File: src/rtl/isingr_pkg.sv
package isingr_pkg;

  localparam int NUM_RINGS       = 1024;
  localparam int RING_AW         = $clog2(NUM_RINGS);
  localparam int MAX_RING_LENGTH = 64;

  localparam int MODE_W    = 2;
  localparam int SITE_W    = 6;
  localparam int UNI_W     = 24;
  localparam int SPIN_W    = 64;
  localparam int DE_W      = 4;
  localparam int SUM_W     = 8;
  localparam int LEN_W     = 7;
  localparam int THR_W     = 25;
  localparam int CFG_IDX_W = 1;
  localparam int CFG_W     = THR_W;

  localparam int CHUNK_W     = 8;
  localparam int NUM_CHUNKS  = SPIN_W / CHUNK_W;
  localparam int CHUNK_CNT_W = $clog2(CHUNK_W + 1);
  localparam int CNT_W       = $clog2(SPIN_W + 1);

  localparam logic [CFG_IDX_W-1:0] CFG_RING_LENGTH      = 1'd0;
  localparam logic [CFG_IDX_W-1:0] CFG_ACCEPT_THRESHOLD = 1'd1;

  localparam logic [LEN_W-1:0] RING_LENGTH_RESET      = 7'd50;
  localparam logic [THR_W-1:0] ACCEPT_THRESHOLD_RESET = 25'd307285;
  localparam logic [LEN_W-1:0] RING_LENGTH_MIN        = 7'd3;
  localparam logic [LEN_W-1:0] RING_LENGTH_MAX        = LEN_W'(MAX_RING_LENGTH);

  localparam logic [MODE_W-1:0] MODE_LOAD = 2'd0;
  localparam logic [MODE_W-1:0] MODE_FLIP = 2'd1;

  localparam logic signed [DE_W-1:0] DE_RISE = 4'sd4;
  localparam logic signed [DE_W-1:0] DE_FALL = -4'sd4;
  localparam logic signed [DE_W-1:0] DE_ZERO = 4'sd0;

  typedef enum logic [1:0] {
    ST_IDLE,
    ST_EVAL,
    ST_COUNT,
    ST_SUM
  } state_e;

  typedef struct packed {
    logic signed [SUM_W-1:0] energy;
    logic signed [SUM_W-1:0] magnetisation;
  } stats_t;

endpackage

File: src/rtl/isingr_stats.sv
module isingr_stats import isingr_pkg::*; (
  input  logic              clk_i,
  input  logic              load_i,
  input  logic [SPIN_W-1:0] word_i,
  input  logic [LEN_W-1:0]  len_i,
  output stats_t            stats_o
);

  logic [SPIN_W-1:0]      spin_vec;
  logic [SPIN_W-1:0]      mism_vec;
  logic                   wrap_mism;
  logic [LEN_W-1:0]       len_m1;
  logic [CHUNK_CNT_W-1:0] up_cnt_d   [NUM_CHUNKS];
  logic [CHUNK_CNT_W-1:0] mism_cnt_d [NUM_CHUNKS];
  logic [CHUNK_CNT_W-1:0] up_cnt_q   [NUM_CHUNKS];
  logic [CHUNK_CNT_W-1:0] mism_cnt_q [NUM_CHUNKS];
  logic [CNT_W-1:0]       up_total;
  logic [CNT_W-1:0]       mism_total;

  assign len_m1    = len_i - LEN_W'(1);
  assign wrap_mism = word_i[len_m1[SITE_W-1:0]] ^ word_i[0];

  // Keep only sites below the ring length; pair L-1 closes the ring to site 0.
  always_comb begin
    for (int i = 0; i < SPIN_W; i++) begin
      spin_vec[i] = (LEN_W'(i) < len_i) ? word_i[i] : 1'b0;
      if (LEN_W'(i) < len_m1) begin
        mism_vec[i] = word_i[i] ^ word_i[(i + 1) % SPIN_W];
      end else if (LEN_W'(i) == len_m1) begin
        mism_vec[i] = wrap_mism;
      end else begin
        mism_vec[i] = 1'b0;
      end
    end
  end

  always_comb begin
    for (int c = 0; c < NUM_CHUNKS; c++) begin
      up_cnt_d[c]   = '0;
      mism_cnt_d[c] = '0;
      for (int b = 0; b < CHUNK_W; b++) begin
        up_cnt_d[c]   = up_cnt_d[c] + CHUNK_CNT_W'(spin_vec[c*CHUNK_W + b]);
        mism_cnt_d[c] = mism_cnt_d[c] + CHUNK_CNT_W'(mism_vec[c*CHUNK_W + b]);
      end
    end
  end

  always_ff @(posedge clk_i) begin
    if (load_i) begin
      up_cnt_q   <= up_cnt_d;
      mism_cnt_q <= mism_cnt_d;
    end
  end

  always_comb begin
    up_total   = '0;
    mism_total = '0;
    for (int c = 0; c < NUM_CHUNKS; c++) begin
      up_total   = up_total + CNT_W'(up_cnt_q[c]);
      mism_total = mism_total + CNT_W'(mism_cnt_q[c]);
    end
  end

  // energy = 2*mismatches - L, magnetisation = L - 2*up
  always_comb begin
    logic signed [SUM_W:0] energy_w;
    logic signed [SUM_W:0] mag_w;
    energy_w = $signed({1'b0, mism_total, 1'b0}) - $signed({2'b00, len_i});
    mag_w    = $signed({2'b00, len_i}) - $signed({1'b0, up_total, 1'b0});
    stats_o.energy        = energy_w[SUM_W-1:0];
    stats_o.magnetisation = mag_w[SUM_W-1:0];
  end

endmodule

File: config.mk
export PLATFORM = sky130hd
export DESIGN_NAME = isingr_stats
export DESIGN_NICKNAME = d
export VERILOG_FILES = /design/src/rtl/isingr_pkg.sv /design/src/rtl/isingr_stats.sv
export SDC_FILE = /design/constraint.sdc
export NUM_CORES = 1
export LEC_CHECK = 0
export BUFFER_PORTS_ARGS = -buffer_cell sky130_fd_sc_hd__buf_2
export CORE_ASPECT_RATIO = 2
export CORE_UTILIZATION = 47
export CTS_BUF_LIST = sky130_fd_sc_hd__clkbuf_2
export DETAILED_ROUTE_END_ITERATION = 8
export PLACE_DENSITY = 0.65
export SYNTH_ARGS = -nofsm -noshare
export SYNTH_HDL_FRONTEND = slang
export SYNTH_SLANG_ARGS = --single-unit
File: constraint.sdc
create_clock -name clk_i -period 7.71 [get_ports clk_i]
set_clock_uncertainty 0.05 [all_clocks]
set_input_delay 1.542 -clock clk_i [delete_from_list [all_inputs] [get_ports clk_i]]
set_output_delay 1.542 -clock clk_i [all_outputs]
set_load 0.01 [all_outputs]
# == After elaboration in Yosys (flattened, before gate mapping) ==
# Cells that the tools add are included.
# totals
regBits,64
input_bits,73
output_inout_bits,16
wordCells,597
# classes
n_addsub,129
magnitude_cmp,129
eq_ne,63
n_mux,194
n_bitwise,65
reduce_logical,1
# op_table
op,n
$lt A6 B7 Y1 const A,64
$add A4 B1 Y4,64
$eq A6 B7 Y1 const A,32
$lt A5 B7 Y1 const A,32
$mux W1,193
$eq A5 B7 Y1 const A,16
$lt A4 B7 Y1 const A,16
$xor A1 B1 Y1,65
$add A3 B1 Y4,16
$add A7 B4 Y7,8
$eq A4 B7 Y1 const A,8
$lt A3 B7 Y1 const A,8
$add A2 B1 Y3,16
$add A1 B1 Y2,16
$eq A3 B7 Y1 const A,4
$lt A1 B7 Y1 const A,4
$lt A2 B7 Y1 const A,4
$add A6 B4 Y7,2
$eq A2 B7 Y1 const A,2
$add A5 B4 Y6,2
$add A4 B4 Y5,2
$sub A7 B8 Y8,1
$sub A8 B7 Y8,1
$eq A1 B7 Y1 const A,1
4 further kinds,4

# == Depth between registers and ports, before layout ==
# Gate-level depths: netlist of the first run.
# logic_depth
word_depth,13
mapped_depth,22
mapped_depth_nobuf,18

# == Least setup slack after synthesis of the first run ==
# No wires, ideal clock.
# synth_timing
path_kind,input to register
from,input len_i[0]
to,register mism_cnt_q[2] (netlist bit) (data pin)
setup_time_ns,0.258
t_arrival_ns,6.614
required_time_ns,7.402
slack_ns,0.788
stages,20
n_path_buf,4
path_cell_list,buf_4 -> buf_1 -> inv_1 -> ha_1 -> clkbuf_1 -> mux4_2 -> mux2i_1 -> o21ai_0 -> o2111ai_2 -> xnor2_2 -> o22ai_2 -> buf_2 -> a31oi_1 -> fa_1 -> fa_1 -> fa_1 -> inv_1 -> ha_1 -> fa_1 -> xor2_1
# synth_rtl
item,line,source
"start, declared",isingr_stats.sv:5,"input logic [LEN_W-1:0] len_i,"
"end signal, assigned",isingr_stats.sv:51,mism_cnt_q <= mism_cnt_d;
"end, declared",isingr_stats.sv:16,logic [CHUNK_CNT_W-1:0] mism_cnt_q [NUM_CHUNKS];

==> results_dict.tcl, run 1 <==
set metrics [dict create \
    multi_input_area_um2 7308 \
    synthSimpleGateAreaFrac_pct 10.04 \
    htreeDepth 3 \
    yosys.area.top_type "fa_1" \
    synth_area_um2 10250 \
    slew_headroom_pct 32.53 \
    worstSetupPathType "input pin to flip-flop" \
    path_clk_slew_ns 0.19 \
    dieArea_um2 22430 \
    firstDrtPassIters 5 \
    ant_nets 0 \
    first_iter_violations 551 \
    critPathArrivalTime_ns 7.19 \
    synth.area.mux_share_pct 4.518 \
    cts_resized 0 \
    dieWidth_um 106.4 \
    syn_nets 1383 \
    num_vias 8646 \
    tightest_slew_ns 1.012 \
    syn-mean-instance-area_um2 9.156 \
    grt_max_degree 65 \
    core_um2 21490 \
    netlist_top_cells_count "218 x inv_1, 112 x fa_1, 97 x nor2_1" \
    synth_top_area_share_pct 21.88 \
    grt_overflow 0 \
    cts_buffers 9 \
    synth_top_family_by_area "adder cells" \
    cts_buffer_depth 2 \
    synth_compound_area_share_pct 15.98 \
    post-route-min-period_ns 6.809 \
    postCtsSetupBuffers 0 \
    cp-end-kind "flip-flop" \
    fin_nets 1486 \
    cts_root_buf "clkbuf_2" \
    fin_cells 1502 \
    crit_required_ns 8.09 \
    drv_cap 0 \
    tns_ns 0 \
    cts_hold_buf 0 \
    ioPinCount 89 \
    grt_pass1_wl_mm 55.58 \
    setup_viol 0 \
    status "completed" \
    hpwlAfterDp_mm 31.41 \
    synth_warnings 0 \
    routedWlPerCell_um 25.13 \
    async_flop_share_pct 0 \
    slew_viol_final 0 \
    row_count 76 \
    hold_class "input pin to flip-flop" \
    post_synth_fa_ha_maj_area_fraction_pct 31.53 \
    synth_edf_count 64 \
    antenna_found_initial 2 \
    ys_seq_area_share_pct 18.76 \
    drcViolationCount 0 \
    fin_crit_sh_pct 88.31 \
    start_util_pct 47.68 \
    rsz0062_at_grt "no" \
    hold_viol 0 \
    drive_gt1_share_pct 15.24 \
    fin_util_pct 52.55 \
    routed_wl_mm 37.74 \
    synth_xor_area_share_pct 9.256 \
    grt_pass1_vias 9150 \
    syn_to_final_growth_pct 10.22 \
    nFillCells 2121 \
    synthCells 1119 \
    die_h_um 210.8 \
    grt_usage_pct 35.48 \
    synth_most_common_cell "inv_1" \
    holdWs_ns 1.301 \
    crit_fanout 15 \
    max_freq_ghz 0.1469 \
    synthTopCellsByArea "fa_1 22%, edfxtp_1 19%, ha_1 9.6%" \
    seq_area_um2 1922 \
    placedCellCount 1484 \
    cts_tree "built" \
    cts.sinks 64 \
    worst_setup_path_start_kind "input pin" \
    portBuffers 88 \
    min_from "word_i[34]" \
    vias_per_cell 5.756 \
    ys_ff_latch 64 \
    globalplace.congestion 1.034 \
    worstHoldEndpoint "up_cnt_q[12]" \
    synth.distinct_cells 60 \
    hold_depth 3 \
    ys.flop_type "edfxtp_1" \
]
[flip-flops by register name (all words and copies together) (netlist names)]
register and flops:
mism_cnt_q 32, up_cnt_q 32
[area by class of cell]
cell class,instances,share of cell area (%)
Multi-Input combinational cell,796,64.71
Tap cell,273,3.025
Clock inverter,7,0.7645
Sequential cell,64,17.02
Inverter,221,7.345
Antenna cell,2,0.04432
Clock buffer,9,0.3988
Timing Repair Buffer,130,6.692
[cell usage in the layout (no fill, tap or decap), types with 6 or more instances in the layout]
| master | n |
|---|---|
| xnor2_1 | 63 |
| a32oi_1 | 12 |
| nor2_1 | 97 |
| o21ai_0 | 59 |
| nor3_1 | 6 |
| ha_1 | 79 |
| edfxtp_1 | 64 |
| and2_1 | 12 |
| a31oi_1 | 23 |
| nand3_1 | 10 |
| inv_1 | 218 |
| o21a_1 | 14 |
| mux4_2 | 16 |
| buf_2 | 88 |
| mux2i_1 | 8 |
| xor2_1 | 36 |
| fa_1 | 112 |
| nand2b_1 | 6 |
| a21oi_1 | 65 |
| clkbuf_2 | 9 |
| a41oi_1 | 12 |
| nand2_1 | 54 |
| nor2b_1 | 20 |
| a21boi_0 | 19 |
| a21o_1 | 10 |
| a211oi_1 | 10 |
| buf_4 | 42 |
[worst max-delay path by stage]
stage                     slack, ns             to         from
after floorplan                0.79  mism_cnt_q[2]     len_i[0]
after global placement         0.54  mism_cnt_q[2]     len_i[0]
after detailed placement       0.47  mism_cnt_q[2]     len_i[0]
after CTS                      0.90     stats_o[7]  up_cnt_q[2]
after global routing           0.70     stats_o[7]  up_cnt_q[2]
final                          0.90  mism_cnt_q[2]     len_i[0]
[cell families after synthesis]
kind of cell,after synthesis
AOI/OAI and AO/OA,253
xor gates and xnor gates,104
adders and majority gates,191
buffers and inverters,259
DFF,64
muxes,25
and+or+nand+nor,223
[metal layers]
metal  vias to the layer above  track usage (%)  wire, µm  share of wire [%]
met1                      4203            32.57     11600                 31
met2                       370            64.85     20070                 53
met3                       160            5.122      1830                4.8
met5                         -                0         0                  0
li1                       3913                -         -                  -
met4                         0            34.15      4238                 11
[worst max-delay path, cell delays in order]
cell and delay, ns:
buf_2 0.11, inv_1 0.25, ha_1 0.38, buf_4 0.22, nand2b_1 0.12, a2111oi_2 0.63, o21ai_0 0.22, o2111ai_2 0.17
xnor2_2 0.18, o22ai_2 0.68, a31oi_1 0.26, fa_1 0.57, fa_1 0.52, fa_1 0.54, inv_1 0.04, ha_1 0.21
fa_1 0.38, xor2_1 0.16
[metrics by stage]
stage | instance area, µm² | worst slack, ns
6_report | 11290 | 0.9010
3_5_place_dp | 11160 | 0.4705
5_1_grt | 11290 | 0.7010
4_1_cts | 11290 | 0.8982
3_3_place_gp | 11160 | 0.5399
2_1_floorplan | 10250 | 0.7876
Power of run 1 is not shown: default switching activity piles up to over one toggle a cycle in this logic, so the estimate is an artifact.
==> inputs of run 2 (changes only) <==
--- a/config.mk
+++ b/config.mk
@@ -7,6 +7,7 @@
 export LEC_CHECK = 0
 export BUFFER_PORTS_ARGS = -buffer_cell sky130_fd_sc_hd__buf_2
 export CORE_ASPECT_RATIO = 2
+export CORE_MARGIN = 3
 export CORE_UTILIZATION = 47
 export CTS_BUF_LIST = sky130_fd_sc_hd__clkbuf_2
 export DETAILED_ROUTE_END_ITERATION = 8
==> constraint.sdc (replaced) <==
create_clock -name clk_i -period 7.8 [get_ports clk_i]
set_clock_uncertainty 0.05 [all_clocks]
set_input_delay 1.56 -clock clk_i [delete_from_list [all_inputs] [get_ports clk_i]]
set_output_delay 1.56 -clock clk_i [all_outputs]
set_load 0.01 [all_outputs]
==> results_dict.tcl, run 2 (synthesized netlist as in run 1, its figures left out) <==
set metrics [dict create \
    path_delay_family "adder cells" \
    ioPinCount 89 \
    cp-end-kind "primary output" \
    hold_viol 0 \
    cts_tree "built" \
    rsz0062_at_grt "no" \
    vias_per_cell 5.786 \
    fin_crit_sh_pct 86.40 \
    grt_max_degree 65 \
    largest_registers "mism_cnt_q x32, up_cnt_q x32" \
    antenna_found_initial 1 \
    multi_input_area_um2 7308 \
    holdWs_ns 1.370 \
    first_iter_violations 502 \
    grt_pass1_wl_mm 55.77 \
    grt_pass1_vias 9366 \
    nFillCells 2129 \
    row_count 75 \
    setup_viol 0 \
    worst_setup_path_start_kind "flip-flop" \
    dieArea_um2 23720 \
    hold_class "input pin to flip-flop" \
    routed_wl_mm 37.13 \
    htreeDepth 3 \
    post-route-min-period_ns 6.740 \
    drv_cap 0 \
    drive_gt1_share_pct 14.61 \
    routedWlPerCell_um 24.95 \
    slew_headroom_pct 31.55 \
    grt_overflow 0 \
    portBuffers 88 \
    num_vias 8610 \
    start_util_pct 48.31 \
    final_common_cell "inv_1" \
    crit_fanout 3 \
    grt_usage_pct 31.72 \
    globalplace.congestion 1.018 \
    path_clk_slew_ns 0.17 \
    hpwlAfterDp_mm 31.02 \
    drcViolationCount 0 \
    critPathArrivalTime_ns 5.13 \
    critPathBufInv 6 \
    cp_slowest_stage_delay_ns 0.57 \
    die_h_um 214.8 \
    worstSetupPathType "flip-flop to primary output" \
    crit_required_ns 6.19 \
    most-common-layout-cells "218 x inv_1, 112 x fa_1, 97 x nor2_1, 88 x buf_2, 79 x ha_1" \
    cts_resized 0 \
    cts_buffers 9 \
    slew_viol_final 0 \
    cpMaxStageDelayCell "fa_1" \
    dieWidth_um 110.4 \
    tightest_slew_ns 1.023 \
    fin_nets 1477 \
    cts_buffer_depth 2 \
    postCtsSetupBuffers 0 \
    max_freq_ghz 0.1484 \
    tns_ns 0 \
    cts_hold_buf 0 \
    path_cells "inv_1 -> fa_1 -> inv_1 -> fa_1 -> fa_1 -> inv_1 -> fa_1 -> inv_1 -> fa_1 -> inv_1 -> ha_1 -> a21oi_1 -> o21bai_1 -> a21oi_1 -> xnor2_1 -> buf_2" \
    status "completed" \
    syn_to_final_growth_pct 9.330 \
    cts.sinks 64 \
    core_um2 21210 \
    cts_root_buf "clkbuf_2" \
    firstDrtPassIters 6 \
    ant_nets 0 \
    seq_area_um2 1922 \
]
## run 2: final timing paths
kind / startpoint / slack (ns) / endpoint / cells after the start
setup / recovery: up_cnt_q[19] / 1.06 / stats_o[7] / 16
hold / removal: word_i[34] / 1.37 / up_cnt_q[12] / 3
## run 2: per-stage QoR
stage / setup WS (ns) / utilization (%) / instances / area, µm²
after floorplan: 0.8596 / - / 1119 / 10250
after global placement: 0.6359 / 52.32 / 1471 / 11100
after detailed placement: 0.5153 / 52.32 / 1471 / 11100
after CTS: 0.9837 / 52.81 / 1487 / 11200
after global routing: 0.7366 / 52.82 / 1488 / 11200
final: 1.060 / 52.82 / 1488 / 11200
## run 2: routing by layer
layer	vias up	GRT usage, %	share of wire (%)
met5	-	0	0
met4	0	30.17	12
met3	184	4.728	4.2
met2	358	57.77	53
met1	4163	29.23	31
li1	3905	-	-
## run 2: cell type report
cell class / count / area share, %
timing repair buffer: 121 / 6.255
multi-input combinational: 796 / 65.24
sequential: 64 / 17.16
clock inverter: 5 / 0.4244
tap: 269 / 3.005
antenna: 1 / 0.02234
clock buffer: 11 / 0.4915
inverter: 221 / 7.405
## run 2: tightest hold or removal path, cell delays in order
cell and delay, ns:
buf_2 0.13, o21a_1 0.13, ha_1 0.12
Power of run 2 is left out for the same reason.
